[config.mk]
export PLATFORM = sky130hd
export DESIGN_NAME = substring_match_finder
export DESIGN_NICKNAME = d
export VERILOG_FILES = /design/src/rtl/smf_pkg.sv /design/src/rtl/smf_cell.sv /design/src/rtl/smf_queue.sv /design/src/rtl/substring_match_finder.sv
export SDC_FILE = /design/constraint.sdc
export NUM_CORES = 1
export LEC_CHECK = 0
export ABC_AREA = 1
export ABC_CLOCK_PERIOD_IN_PS = 9300
export BUFFER_PORTS_ARGS = -buffer_cell sky130_fd_sc_hd__buf_4
export CELL_PAD_IN_SITES_DETAIL_PLACEMENT = 2
export CELL_PAD_IN_SITES_GLOBAL_PLACEMENT = 2
export CORE_UTILIZATION = 39
export DETAILED_ROUTE_END_ITERATION = 10
export MAX_ROUTING_LAYER = met4
export PLACE_DENSITY_LB_ADDON = 0.2
export SETUP_SLACK_MARGIN = 0.02
export SYNTH_ARGS = -nofsm -noshare
export SYNTH_HDL_FRONTEND = slang
export SYNTH_HIERARCHICAL = 1
export SYNTH_SLANG_ARGS = --single-unit
[constraint.sdc]
create_clock -name clk_i -period 9.3 [get_ports clk_i]
set_clock_uncertainty 0.15 [all_clocks]
set_input_delay 0.465 -clock clk_i [delete_from_list [all_inputs] [get_ports clk_i]]
set_output_delay 0.465 -clock clk_i [all_outputs]
set_load 0.05 [all_outputs]
[src/rtl/smf_pkg.sv]
package smf_pkg;

  // Pattern register file holds sixteen bytes whatever the window depth
  localparam int unsigned PatternBytes = 16;
  localparam int unsigned PatIdxW      = 4;

  // Result queue
  localparam int unsigned QueueDepth = 4;
  localparam int unsigned QueuePtrW  = 2;
  localparam int unsigned QueueCntW  = 3;

  localparam int unsigned TotalW = 16;
  localparam int unsigned StartW = 16;

  // Configuration register indexes
  localparam logic [1:0] CfgPatLow  = 2'd0;
  localparam logic [1:0] CfgPatHigh = 2'd1;
  localparam logic [1:0] CfgPatLen  = 2'd2;

  typedef struct packed {
    logic              is_match;
    logic [StartW-1:0] start_position;
    logic [TotalW-1:0] match_total;
    logic              final_result;
  } smf_result_t;

  typedef struct packed {
    logic push_a;
    logic push_b;
  } smf_push_t;

  typedef struct packed {
    logic shift;
    logic clear;
    logic check;
  } smf_cell_ctrl_t;

endpackage

[src/rtl/smf_cell.sv]
module smf_cell
  import smf_pkg::*;
(
  input  logic           clk_i,
  input  logic           rst_ni,
  input  smf_cell_ctrl_t ctrl_i,
  input  logic [7:0]     byte_i,
  input  logic [7:0]     expected_i,
  output logic [7:0]     byte_o,
  output logic           eq_o
);

  logic [7:0] byte_q, byte_d;

  // Compare the byte that lands in this cell with this request
  assign eq_o   = !ctrl_i.check || (byte_i == expected_i);
  assign byte_o = byte_q;

  always_comb begin
    byte_d = byte_q;
    if (ctrl_i.clear) begin
      byte_d = 8'h00;
    end else if (ctrl_i.shift) begin
      byte_d = byte_i;
    end
  end

  always_ff @(posedge clk_i or negedge rst_ni) begin
    if (!rst_ni) begin
      byte_q <= 8'h00;
    end else begin
      byte_q <= byte_d;
    end
  end

endmodule

[src/rtl/smf_queue.sv]
module smf_queue
  import smf_pkg::*;
(
  input  logic        clk_i,
  input  logic        rst_ni,
  input  smf_push_t   push_i,
  input  smf_result_t data_a_i,
  input  smf_result_t data_b_i,
  output logic        room_o,
  output logic        valid_o,
  input  logic        ready_i,
  output smf_result_t data_o
);

  smf_result_t mem_q [QueueDepth];
  logic [QueuePtrW-1:0] wp_q, wp_d, rp_q, rp_d;
  logic [QueueCntW-1:0] cnt_q, cnt_d;
  logic                 pop;
  logic [QueuePtrW-1:0] wp_next;

  assign valid_o = (cnt_q != '0);
  assign data_o  = mem_q[rp_q];
  assign pop     = valid_o && ready_i;
  // Two free entries are needed for a match and a summary from one request
  assign room_o  = (cnt_q <= QueueCntW'(QueueDepth - 2));
  assign wp_next = wp_q + QueuePtrW'(1);

  always_comb begin
    wp_d  = wp_q;
    rp_d  = rp_q;
    cnt_d = cnt_q;
    if (push_i.push_a && push_i.push_b) begin
      wp_d  = wp_q + QueuePtrW'(2);
      cnt_d = cnt_d + QueueCntW'(2);
    end else if (push_i.push_a) begin
      wp_d  = wp_next;
      cnt_d = cnt_d + QueueCntW'(1);
    end
    if (pop) begin
      rp_d  = rp_q + QueuePtrW'(1);
      cnt_d = cnt_d - QueueCntW'(1);
    end
  end

  always_ff @(posedge clk_i or negedge rst_ni) begin
    if (!rst_ni) begin
      wp_q  <= '0;
      rp_q  <= '0;
      cnt_q <= '0;
    end else begin
      wp_q  <= wp_d;
      rp_q  <= rp_d;
      cnt_q <= cnt_d;
    end
  end

  always_ff @(posedge clk_i) begin
    if (push_i.push_a) begin
      mem_q[wp_q] <= data_a_i;
    end
    if (push_i.push_b) begin
      mem_q[wp_next] <= data_b_i;
    end
  end

`ifndef SYNTH
  a_level_bound: assert property (@(posedge clk_i) disable iff (!rst_ni)
    cnt_q <= QueueCntW'(QueueDepth))
    else $error("result queue level beyond depth");

  a_second_needs_first: assert property (@(posedge clk_i) disable iff (!rst_ni)
    push_i.push_b |-> push_i.push_a)
    else $error("second result pushed without first");

  a_push_has_room: assert property (@(posedge clk_i) disable iff (!rst_ni)
    push_i.push_a |-> cnt_q <= QueueCntW'(QueueDepth - 2))
    else $error("result pushed into full queue");
`endif

endmodule

[src/rtl/substring_match_finder.sv]
// Channel   Direction  Handshake                  Payload
// in        in         in_valid_i / in_ready_o    text_byte_i, end_of_text_i
// out       out        out_valid_o / out_ready_i  is_match_o, start_position_o,
//                                                 match_total_o, final_result_o
// cfg       in         cfg_valid_i / cfg_ready_o  cfg_index_i, cfg_data_i
//
// One text byte is taken per cycle while two queue entries are free; the shift chain
// of window cells and the pattern compare complete in the cycle the byte is taken.
// Results enter a four-entry queue and leave it in order under the output handshake.
// Input is held off only while fewer than two queue entries are free.
// Reset clears the window, counters, pattern registers (length one) and queue.
// The configuration port is always ready.
module substring_match_finder
  import smf_pkg::*;
#(
  parameter int unsigned MAX_PATTERN_BYTES = 16,
  parameter int unsigned POSITION_BITS     = 16
) (
  input  logic                    clk_i,
  input  logic                    rst_ni,
  input  logic                    in_valid_i,
  output logic                    in_ready_o,
  input  logic [7:0]              text_byte_i,
  input  logic                    end_of_text_i,
  output logic                    out_valid_o,
  input  logic                    out_ready_i,
  output logic                    is_match_o,
  output logic [StartW-1:0]       start_position_o,
  output logic [TotalW-1:0]       match_total_o,
  output logic                    final_result_o,
  input  logic                    cfg_valid_i,
  output logic                    cfg_ready_o,
  input  logic [1:0]              cfg_index_i,
  input  logic [63:0]             cfg_data_i
);

  localparam int unsigned CntW = $clog2(MAX_PATTERN_BYTES + 1);
  localparam logic [CntW-1:0] CntMax = CntW'(MAX_PATTERN_BYTES);
  localparam logic [4:0] LenMax = 5'(MAX_PATTERN_BYTES);

  logic [63:0] pat_low_q, pat_high_q;
  logic [4:0]  pat_len_q;
  logic [7:0]  pat_bytes [PatternBytes];
  logic [CntW-1:0] len_eff;

  logic [CntW-1:0]          seen_q, seen_d, since_q, since_d;
  logic [CntW-1:0]          seen_inc, since_inc;
  logic [POSITION_BITS-1:0] pos_q, pos_d;
  logic [TotalW-1:0]        cnt_q, cnt_d, cnt_new;

  logic           accept, hit;
  logic [7:0]     chain [MAX_PATTERN_BYTES+1];
  logic [MAX_PATTERN_BYTES-1:0] eq;
  smf_cell_ctrl_t cell_ctrl [MAX_PATTERN_BYTES];
  logic [31:0]    start_full;

  smf_push_t   push;
  smf_result_t res_a, res_b, res_out;
  logic        room;

  assign cfg_ready_o = 1'b1;

  always_ff @(posedge clk_i or negedge rst_ni) begin
    if (!rst_ni) begin
      pat_low_q  <= '0;
      pat_high_q <= '0;
      pat_len_q  <= 5'd1;
    end else if (cfg_valid_i) begin
      unique case (cfg_index_i)
        CfgPatLow:  pat_low_q  <= cfg_data_i;
        CfgPatHigh: pat_high_q <= cfg_data_i;
        CfgPatLen:  pat_len_q  <= cfg_data_i[4:0];
        default: ;
      endcase
    end
  end

  for (genvar p = 0; p < PatternBytes; p++) begin : g_pat
    if (p < 8) begin : g_low
      assign pat_bytes[p] = pat_low_q[8*p +: 8];
    end else begin : g_high
      assign pat_bytes[p] = pat_high_q[8*(p-8) +: 8];
    end
  end

  // Clamp the length into one to window depth
  always_comb begin
    if (pat_len_q == 5'd0) begin
      len_eff = CntW'(1);
    end else if (pat_len_q > LenMax) begin
      len_eff = CntMax;
    end else begin
      len_eff = CntW'(pat_len_q);
    end
  end

  assign accept = in_valid_i && in_ready_o;
  assign in_ready_o = room;

  // Window: cell k receives the byte taken k requests ago and checks it against
  // pattern byte len-1-k
  assign chain[0] = text_byte_i;

  for (genvar k = 0; k < MAX_PATTERN_BYTES; k++) begin : g_cell
    logic [CntW-1:0] diff;
    logic [7:0]      expected;

    assign diff     = len_eff - CntW'(k + 1);
    assign expected = pat_bytes[PatIdxW'(diff)];

    assign cell_ctrl[k].shift = accept;
    assign cell_ctrl[k].clear = accept && end_of_text_i;
    assign cell_ctrl[k].check = (CntW'(k) < len_eff);

    smf_cell u_cell (
      .clk_i      (clk_i),
      .rst_ni     (rst_ni),
      .ctrl_i     (cell_ctrl[k]),
      .byte_i     (chain[k]),
      .expected_i (expected),
      .byte_o     (chain[k+1]),
      .eq_o       (eq[k])
    );
  end

  assign seen_inc  = (seen_q < CntMax) ? seen_q + CntW'(1) : seen_q;
  assign since_inc = (since_q < CntMax) ? since_q + CntW'(1) : since_q;

  assign hit = (seen_inc >= len_eff) && (since_inc >= len_eff) && (&eq);

  assign cnt_new = (hit && (cnt_q != '1)) ? cnt_q + TotalW'(1) : cnt_q;

  assign start_full = 32'(pos_q) - 32'(len_eff) + 32'd1;

  always_comb begin
    seen_d  = seen_q;
    since_d = since_q;
    pos_d   = pos_q;
    cnt_d   = cnt_q;
    if (accept) begin
      if (end_of_text_i) begin
        seen_d  = '0;
        since_d = CntMax;
        pos_d   = '0;
        cnt_d   = '0;
      end else begin
        seen_d  = seen_inc;
        since_d = hit ? '0 : since_inc;
        pos_d   = (pos_q != '1) ? pos_q + POSITION_BITS'(1) : pos_q;
        cnt_d   = cnt_new;
      end
    end
  end

  always_ff @(posedge clk_i or negedge rst_ni) begin
    if (!rst_ni) begin
      seen_q  <= '0;
      since_q <= CntMax;
      pos_q   <= '0;
      cnt_q   <= '0;
    end else begin
      seen_q  <= seen_d;
      since_q <= since_d;
      pos_q   <= pos_d;
      cnt_q   <= cnt_d;
    end
  end

  // The summary goes first when there is no match alongside it
  always_comb begin
    res_b.is_match       = 1'b0;
    res_b.start_position = '0;
    res_b.match_total    = cnt_new;
    res_b.final_result   = 1'b1;
    if (hit) begin
      res_a.is_match       = 1'b1;
      res_a.start_position = start_full[StartW-1:0];
      res_a.match_total    = cnt_new;
      res_a.final_result   = 1'b0;
    end else begin
      res_a = res_b;
    end
  end

  assign push.push_a = accept && (hit || end_of_text_i);
  assign push.push_b = accept && hit && end_of_text_i;

  smf_queue u_queue (
    .clk_i    (clk_i),
    .rst_ni   (rst_ni),
    .push_i   (push),
    .data_a_i (res_a),
    .data_b_i (res_b),
    .room_o   (room),
    .valid_o  (out_valid_o),
    .ready_i  (out_ready_i),
    .data_o   (res_out)
  );

  assign is_match_o       = res_out.is_match;
  assign start_position_o = res_out.start_position;
  assign match_total_o    = res_out.match_total;
  assign final_result_o   = res_out.final_result;

`ifndef SYNTH
  a_end_clears: assert property (@(posedge clk_i) disable iff (!rst_ni)
    (accept && end_of_text_i) |=> (seen_q == '0) && (cnt_q == '0) && (pos_q == '0))
    else $error("text state not cleared after end of text");

  a_match_restarts_distance: assert property (@(posedge clk_i) disable iff (!rst_ni)
    (accept && hit && !end_of_text_i) |=> (since_q == '0))
    else $error("match distance not restarted");

  a_pos_saturates: assert property (@(posedge clk_i) disable iff (!rst_ni)
    ((pos_q == '1) && !(accept && end_of_text_i)) |=> (pos_q == '1))
    else $error("byte position left saturation");
`endif

endmodule
==> results of run 1 <==
-- routing by layer --
layer / wire length (um) / vias up / share of wire
met1: 52100 / 14987 / 0.40
li1: - / 13636 / -
met2: 65900 / 643 / 0.51
met4: 6940 / 0 / 0.053
met5: 0 / - / 0
met3: 4790 / 262 / 0.037
-- sequential cells by signal, summed over array words and instances (netlist names), 3 cells and up --
name	cells
u_queue/cnt_q	3
g_cell.u_cell/byte_o	120
pat_low_q	64
cnt_q	16
since_q	5
u_queue/mem_q	136
pos_q	16
seen_q	5
pat_len_q	5
pat_high_q	64
-- path summary, 6_finish.rpt --
kind / endpoint / slack (ps) / cells past startpoint
worst max-delay path: u_queue/mem_q[0][6]$_DFFE_PP_ / 1420 / 30
worst min-delay path: pat_low_q[26]$_DFFE_PN0P_ / 20 / 3
worst max register to register: u_queue/mem_q[0][6]$_DFFE_PP_ / 1420 / 30
worst min register to register: pat_low_q[14]$_DFFE_PN0P_ / 340 / 2
max in group asynchronous: g_cell[3].u_cell/byte_o[4]$_DFFE_PN0P_ / 7170 / 3
min in group asynchronous: u_queue/rp_q[1]$_DFFE_PN0N_ / 300 / 2
-- worst max-delay path, delay by kind of cell (launching register included) --
family | cells | cell delay (ps)
adder cells (fa/ha/maj) | 1 | 720
AO/OA/AOI/OAI | 2 | 820
flip-flops | 1 | 530
buffers and inverters | 6 | 2070
AND/OR/NAND/NOR | 21 | 3100
-- per-stage QoR --
stage | instances | util | total power [uW]
CTS | 5281 | 0.444 | 10900
finish | 5281 | 0.444 | 10900
global route | 5281 | 0.444 | 11500
global placement | 5152 | 0.415 | 8310
detailed placement | 5152 | 0.415 | 8560
floorplan | 4244 | - | 6520
-- cell usage in the layout (no fill, tap or decap), types with 51 or more instances in the layout --
cell / count
a21oi_1: 68
buf_4: 147
clkbuf_16: 51
dfrtp_1: 299
edfxtp_1: 136
ha_1: 53
inv_1: 534
nand2_1: 1379
nand3_1: 373
nor2_1: 184
o21ai_0: 394
o21ai_1: 200
o21ai_2: 61
o22ai_2: 60
xnor2_1: 67
-- area by class of cell --
| type | count | share of cell area |
|---|---|---|
| Clock inverter | 22 | 0.00958 |
| Tap cell | 969 | 0.0365 |
| Sequential cell | 438 | 0.351 |
| Inverter | 576 | 0.0653 |
| Multi-Input combinational cell | 3020 | 0.448 |
| Clock buffer | 70 | 0.0442 |
| Timing Repair Buffer | 186 | 0.0455 |
-- power breakdown --
group	switching (uW)	total (uW)	internal [uW]
Clock	905	2200	1300
Sequential	409	2750	2340
Combinational	4330	5970	1640
Total	5640	10900	5280
==> key figures, run 1 <==
Routing
  – Post-Route WL: approximately 130000 um
  – Drt pass-1 iters: 6
  – Detailed-route via count: 29528
  – Post-route DRC violation count: 0
  – Post-route ant nets: 0
  – Wire per inst: between 20 and 25 um
  – DR iter-0 viols: 2036
  – Avg Vias per Cell: 5.59

Clocking
  – Post-CTS Setup Bufs: 0
  – H-tree lvl count: 2
  – Clk Latency, worst-skew pair: ~630 ps
  – Root buffer cell: clkbuf_16
  – Clock-pin slew on the worst setup and hold paths: around 60 ps
  – Resize count post-CTS: 0
  – CTS Buffer Depth: 3
  – Hold Buf Count CTS: 37
  – Clk sink count: between 400 and 500
  – CTS Buf Count: 51
  – TritonCTS clock tree: built

GRT
  – Initial antenna violation count: 0
  – Total GRT Usage: 0.346
  – Met3 Usage GRT: 0.0370
  – First-pass GRT wire length: approximately 200000 um
  – Routing usage on met1: 0.392
  – Largest net degree at the start of global routing: between 100 and 150
  – Routing usage on met2: 0.611
  – Number of global-route vias before repair: roughly 32000
  – Gr ovfl total: 0
  – Top Usage Layer GRT: met2

STA
  – Final hold violation count: 0
  – Final min period: around 8000 ps
  – Tightest Pin Transition: between 1000 and 1500 ps
  – RSZ-0062 raised after global routing: false
  – Slew Limit Fails: 0
  – Highest clock rate: 127 MHz
  – Post-route setup slack: ~1400 ps
  – Slew headroom: 0.254
  – Final setup viols: 0
  – Part of the cycle the worst path needs: 0.847
  – Sum of negative setup slack: 0 ps
  – WHS: slightly above 20 ps

Floorplan
  – Die Wd: 277 um
  – Core Rows: 100
  – DIE HEIGHT: around 280 um
  – CORE AREA: 74700 sq um
  – Io pins: about 120
  – Die Footprint: 76900 sq um
  – Initial Util: 0.396

Yosys
  – Synth Instances: 4227
  – Yosys warns: 6
  – Mean post-synth cell area: about 7 sq um
  – Mapped Area: 29600 sq um

Critical path
  – Critical-path maximum fanout: between 70 and 80
  – WS Path Type: register to register
  – Worst Setup SP: pat_len_q[3]$_DFFE_PN0P_
  – Worst EP required: between 9000 and 10000 ps
  – CP arrival: between 7000 and 8000 ps
  – Startpoint Class: register
  – CP most frequent cell: nand2_1
  – Max incr delay on CP: 770 ps
  – Critical Path Sink Type: register
  – R2r startpoint: pat_len_q[3]$_DFFE_PN0P_
  – Slowest-stage cell, CP: nor3_1

Final layout
  – Layout filler cell count: ~8800
  – Reg area: 11600 sq um
  – Multi-input gate area: about 15000 sq um
  – Antenna Diode Count: 0
  – Nets@finish: 4408
  – Ratio of cells with drive above 1 in the final layout: 0.0986
  – Layout area overhead: 12.2%
  – Fin area: ~33000 sq um

Power
  – P per Cell Area: 329 nW/um^2
  – Leakage: 0.0155 uW
  – Worst vdd ir: 0.160 mV

Status
  – Result of the run: finished clean

Job
  – Max capacitance violation total: 0

Min path
  – Tightest Hold Check Type: primary input to register
  – Worst Hold Launch: cfg_data_i[26]

Placed design
  – Final GP Congestion: between 0.9 and 1
  – IO buf count: ~120
  – Placed inst area: approximately 31000 sq um
  – Detail Placement HPWL: ~94000 um
  – Placement Setup Slack: roughly 1700 ps
Note: power is estimated with default switching activity, not from simulation.
==> inputs of run 2 (changes only) <==
Settings changed: ABC_CLOCK_PERIOD_IN_PS 9300 to 8100, CORE_UTILIZATION 39 to 36.
Clock period 9.3 ns to 8.1 ns, I/O delays scaled along.
==> key figures, run 2 (synthesis gave the netlist of run 1 again) <==
Status
  – Result of the run: finished clean

Critical path
  – Slowest-stage cell, CP: nor3_1
  – WS Path Type: register to register
  – Startpoint Class: register
  – Critical-path maximum fanout: 69
  – R2r startpoint: pat_len_q[3]$_DFFE_PN0P_
  – Max incr delay on CP: between 700 and 800 ps
  – CP arrival: ~7600 ps
  – Worst EP required: about 8500 ps
  – CP most frequent cell: nand2_1
  – Worst Setup SP: pat_len_q[3]$_DFFE_PN0P_
  – Critical Path Sink Type: register

Clocking
  – Clk Latency, worst-skew pair: about 660 ps
  – Post-CTS Setup Bufs: 0
  – TritonCTS clock tree: built
  – Clk sink count: between 400 and 500
  – Root buffer cell: clkbuf_16
  – H-tree lvl count: 2
  – CTS Buffer Depth: 3
  – Clock-pin slew on the worst setup and hold paths: approximately 60 ps
  – CTS Buf Count: 53

Power
  – Logic pwr share: 0.549
  – Worst vdd ir: 0.189 mV
  – Sw power: around 6500 uW
  – Clk pwr share: 0.200
  – Pint: approximately 6000 uW
  – P per Cell Area: approximately 370 nW/um^2
  – Seq pwr share: 0.251
  – Switching share of power: 0.518
  – Leakage: ~0.016 uW

Min path
  – Worst Hold Launch: cfg_data_i[27]
  – Tightest Hold Check Type: primary input to register

Job
  – Max capacitance violation total: 0

Floorplan
  – CORE AREA: approximately 81000 sq um
  – Core Rows: roughly 100
  – Io pins: 117
  – Die Footprint: around 83000 sq um
  – DIE HEIGHT: approximately 290 um
  – Die Wd: about 290 um
  – Initial Util: 0.365

GRT
  – Total GRT Usage: 0.319
  – Largest net degree at the start of global routing: 142
  – First-pass GRT wire length: about 200000 um
  – Gr ovfl total: 0
  – Initial antenna violation count: 2
  – Number of global-route vias before repair: about 32000

STA
  – Slew headroom: 0.275
  – Sum of negative setup slack: 0 ps
  – Final hold violation count: 0
  – Final min period: approximately 7200 ps
  – WHS: 36.9 ps
  – Slew Limit Fails: 0
  – Final setup viols: 0
  – Tightest Pin Transition: about 1100 ps
  – Part of the cycle the worst path needs: 0.887
  – Highest clock rate: between 100 and 150 MHz
  – RSZ-0062 raised after global routing: false

Routing
  – DR top layer: met4
  – Avg Vias per Cell: ~5.4
  – Detailed-route via count: about 29000
  – Metal2 WL: ~66000 um
  – Drt pass-1 iters: 5
  – DR iter-0 viols: 1742
  – Post-route DRC violation count: 0
  – Post-route ant nets: 0
  – Metal-1 WL: between 50000 and 60000 um
  – Met3 wire len: ~4100 um
  – Post-Route WL: around 130000 um
  – Wire per inst: about 24 um

Placed design
  – Detail Placement HPWL: around 93000 um
  – Final GP Congestion: between 0.9 and 1
  – IO buf count: between 100 and 150

Final layout
  – Finished Core Util: 0.416
  – Max reg flops: roughly 140
  – Commonest non-fill, non-tap cells in the layout: nand2_1 (1379), inv_1 (534), o21ai_0 (394)
  – Ratio of cells with drive above 1 in the final layout: 0.0980
  – Most common cell after layout, fill and taps aside: nand2_1
  – Layout area overhead: 13.7%
  – Largest Register: u_queue/mem_q
  – Nets@finish: 4447
## run 2: cell types whose count changed in the layout (fill, tap and decap cells not counted), moves of 3 or more
cell           before  now
dlygate4sd3_1      37   72
clkbuf_1            7   18
clkbuf_8           12    5
clkinv_2            7   11
clkinv_1            4    1
## run 2: critical path: cells and delay by family (launching register included)
kind                     cells  cell delay (ps)
XOR/XNOR                     1              280
AND/OR/NAND/NOR             22             3420
flip-flops                   1              610
AO/OA/AOI/OAI                2              490
buffers and inverters        6             1370
adder cells (fa/ha/maj)      2              720
## run 2: what timing repair did
item	4_1_cts	5_1_grt
hold buffers	72	0
hold endpoints to repair	241	0
gates resized for setup	0	0
## run 2: layout make-up
type	count	area, sq um
clock buffers	76	1460
clock inverters	24	298
fillers	9584	47300
flip-flops and latches	438	11600
multi-input cells	3020	14900
inverters	576	2170
well taps	1060	1330
diodes	2	5.00
repair buffers	223	1870
## run 2: power groups by stage
| stage | Clock (uW) | Combinational (uW) | Sequential, uW |
|---|---|---|---|
| 2_1_floorplan | 0 | 4530 | 2960 |
| 3_3_place_gp | 0 | 6470 | 3140 |
| 3_5_place_dp | 0 | 6670 | 3160 |
| 4_1_cts | 2530 | 6780 | 3130 |
| 5_1_grt | 2610 | 7420 | 3180 |
| 6_report | 2490 | 6850 | 3130 |
## run 2: layer usage
layer,global-route usage,up-vias
li1,-,13728
met1,0.362,14964
met4,0.116,0
met2,0.576,485
met3,0.0331,203
met5,-,-
## run 2: path summary, 6_finish.rpt
| check | to | slack, ps | cells past startpoint |
|---|---|---|---|
| min | pat_high_q[27]$_DFFE_PN0P_ | 40 | 3 |
| max | u_queue/cnt_q[2]$_DFF_PN0_ | 920 | 33 |
| max in group asynchronous | g_cell[0].u_cell/byte_o[5]$_DFFE_PN0P_ | 6090 | 3 |
| min reg2reg | pat_high_q[25]$_DFFE_PN0P_ | 340 | 2 |
| min in group asynchronous | u_queue/rp_q[0]$_DFFE_PN0N_ | 240 | 2 |
| max reg2reg | u_queue/cnt_q[2]$_DFF_PN0_ | 920 | 33 |
## run 2: per-stage QoR
step	power, uW	worst slack (ps)	cell area [sq um]	std cells
2_1_floorplan	7490	2240	29600	4244
5_1_grt	13200	401	33600	5419
3_5_place_dp	9830	1100	31100	5245
3_3_place_gp	9600	1370	31100	5245
6_report	12500	917	33600	5419
4_1_cts	12400	992	33600	5417
==> inputs of run 3 (changes only) <==
Settings changed: CORE_MARGIN from default to 5, CTS_BUF_LIST from default to sky130_fd_sc_hd__clkbuf_16.
==> key figures, run 3 (synthesis gave the netlist of run 1 again) <==
Status
  – Result of the run: finished clean

Critical path
  – Critical-path maximum fanout: 47
  – Worst EP required: ~8500 ps
  – Startpoint Class: register
  – CP endpoint: u_queue/cnt_q[2]$_DFF_PN0_
  – Crit Reg-Reg Endpoint: u_queue/cnt_q[2]$_DFF_PN0_
  – Critical Path Sink Type: register
  – Reg2Reg Depth: 33
  – Max incr delay on CP: around 620 ps
  – WS Path Type: register to register
  – R2r startpoint: pat_len_q[3]$_DFFE_PN0P_
  – Worst R2R Setup Slack: approximately 1000 ps
  – CP most frequent cell: nand2_1
  – Slowest-stage cell, CP: o21ai_1
  – CP arrival: around 7400 ps
  – Worst Setup SP: pat_len_q[3]$_DFFE_PN0P_

Power
  – Seq pwr share: 0.255
  – Logic pwr share: 0.549
  – Leakage: around 0.016 uW
  – Switching share of power: 0.516
  – Sw power: approximately 6300 uW
  – Tot Pwr: 12300 uW
  – Pint: 5940 uW
  – P per Cell Area: approximately 370 nW/um^2
  – Clk pwr share: 0.196
  – Worst vdd ir: roughly 0.18 mV

GRT
  – Total GRT Usage: 0.290
  – Number of global-route vias before repair: ~31000
  – Gr ovfl total: 0
  – First-pass GRT wire length: 192000 um
  – Initial antenna violation count: 0
  – Largest net degree at the start of global routing: ~150

Final layout
  – Most common cell after layout, fill and taps aside: nand2_1
  – Max reg flops: approximately 140
  – Layout area overhead: 13.6%
  – Ratio of cells with drive above 1 in the final layout: 0.0967
  – Largest Register: u_queue/mem_q
  – Commonest non-fill, non-tap cells in the layout: nand2_1 (1379), inv_1 (546), o21ai_0 (394)
  – Nets@finish: 4447
  – Antenna Diode Count: 0
  – Layout filler cell count: between 9000 and 10000

Floorplan
  – CORE AREA: about 82000 sq um
  – Die Wd: slightly below 300 um
  – Die Footprint: ~88000 sq um
  – DIE HEIGHT: between 200 and 300 um
  – Core Rows: ~110
  – Initial Util: 0.362
  – Io pins: between 100 and 150

STA
  – Slew headroom: 0.303
  – RSZ-0062 raised after global routing: false
  – Tightest Pin Transition: about 1000 ps
  – Final hold violation count: 0
  – Part of the cycle the worst path needs: 0.870
  – Slew Limit Fails: 0
  – Final setup viols: 0
  – Post-route setup slack: around 1000 ps
  – Final min period: ~7000 ps
  – Sum of negative setup slack: 0 ps
  – WHS: 31.0 ps
  – Highest clock rate: around 140 MHz

Routing
  – Post-route DRC violation count: 0
  – Wire per inst: around 23 um
  – Drt pass-1 iters: 5
  – Detailed-route via count: 29026
  – Post-route ant nets: 0
  – DR iter-0 viols: 1531
  – Avg Vias per Cell: between 5 and 6
  – Post-Route WL: roughly 130000 um

Clocking
  – Clk Latency, worst-skew pair: roughly 630 ps
  – CTS Buf Count: between 50 and 60
  – Root buffer cell: clkbuf_16
  – TritonCTS clock tree: built
  – Resize count post-CTS: 0
  – H-tree lvl count: 2
  – Clock-pin slew on the worst setup and hold paths: ~60 ps
  – CTS Buffer Depth: 3
  – Clk sink count: about 440

Placed design
  – Detail Placement HPWL: roughly 94000 um
  – Placement Setup Slack: around 1100 ps
  – IO buf count: around 120
  – Final GP Congestion: around 0.96

Min path
  – Tightest Hold Check Type: primary input to register

Job
  – Max capacitance violation total: 0
==> run 3: changes by cell type in the layout (fill, tap and decap cells not counted), sizes merged <==
cell / change
diode: -2
inv: +14
clkinvlp: -2
clkbuf: -23
clkinv: +9
==> run 3: stage by stage <==
step	instances	cell area [sq um]	util
detailed placement	5255	31200	0.382
global placement	5255	31200	0.382
CTS	5425	33600	0.411
floorplan	4244	29600	-
finish	5425	33600	0.411
global route	5425	33600	0.411
==> run 3: final cells by class <==
cell class	count	area, sq um	share of cell area
clock buffer	53	1330	0.0395
clock inverter	45	378	0.0112
inverter	576	2170	0.0645
multi-input combinational	3020	14900	0.442
sequential	438	11600	0.346
tap	1070	1340	0.0398
timing repair buffer	223	1900	0.0565
==> run 3: critical path: cells and delay by family, from the launching register on <==
| family | cells | cell delay (ps) |
|---|---|---|
| simple gates | 23 | 3380 |
| flops | 1 | 600 |
| fa+ha+maj | 2 | 480 |
| buf+inv | 5 | 1300 |
| compound gates | 2 | 830 |
| xor+xnor | 1 | 170 |
==> run 3: worst min path at each step <==
stage / from / endpoint / slack, ps / cells after the start
2_1_floorplan: rst_ni / cnt_q[0]$_DFFE_PN0P_ / -40 / 0
3_3_place_gp: pat_low_q[12]$_DFFE_PN0P_ / pat_low_q[12]$_DFFE_PN0P_ / 320 / 2
3_5_place_dp: pat_low_q[28]$_DFFE_PN0P_ / pat_low_q[28]$_DFFE_PN0P_ / 330 / 2
4_1_cts: cfg_data_i[0] / pat_low_q[0]$_DFFE_PN0P_ / 10 / 3
5_1_grt: cfg_data_i[0] / pat_low_q[0]$_DFFE_PN0P_ / 30 / 3
6_report: cfg_data_i[2] / pat_high_q[2]$_DFFE_PN0P_ / 30 / 3
==> run 3: per-layer routing <==
metal / global-route usage / part of all wire / wire, um
met1: 0.338 / 0.41 / 52000
met2: 0.519 / 0.51 / 63700
met3: 0.0312 / 0.033 / 4140
met4: 0.105 / 0.045 / 5600
met5: - / 0 / 0
==> run 3: power by group through the flow <==
stage	logic (uW)	registers [uW]	clock network [uW]
2_1_floorplan	4530	2960	0
5_1_grt	7310	3180	2540
6_report	6740	3130	2400
3_5_place_dp	6630	3170	0
4_1_cts	6720	3130	2450
3_3_place_gp	6440	3140	0
==> run 3: what timing repair did <==
item | CTS | global route
hold buffers | 72 | 0
buffers inserted | 0 | 0
endpoints found under the hold margin | 218 | 0
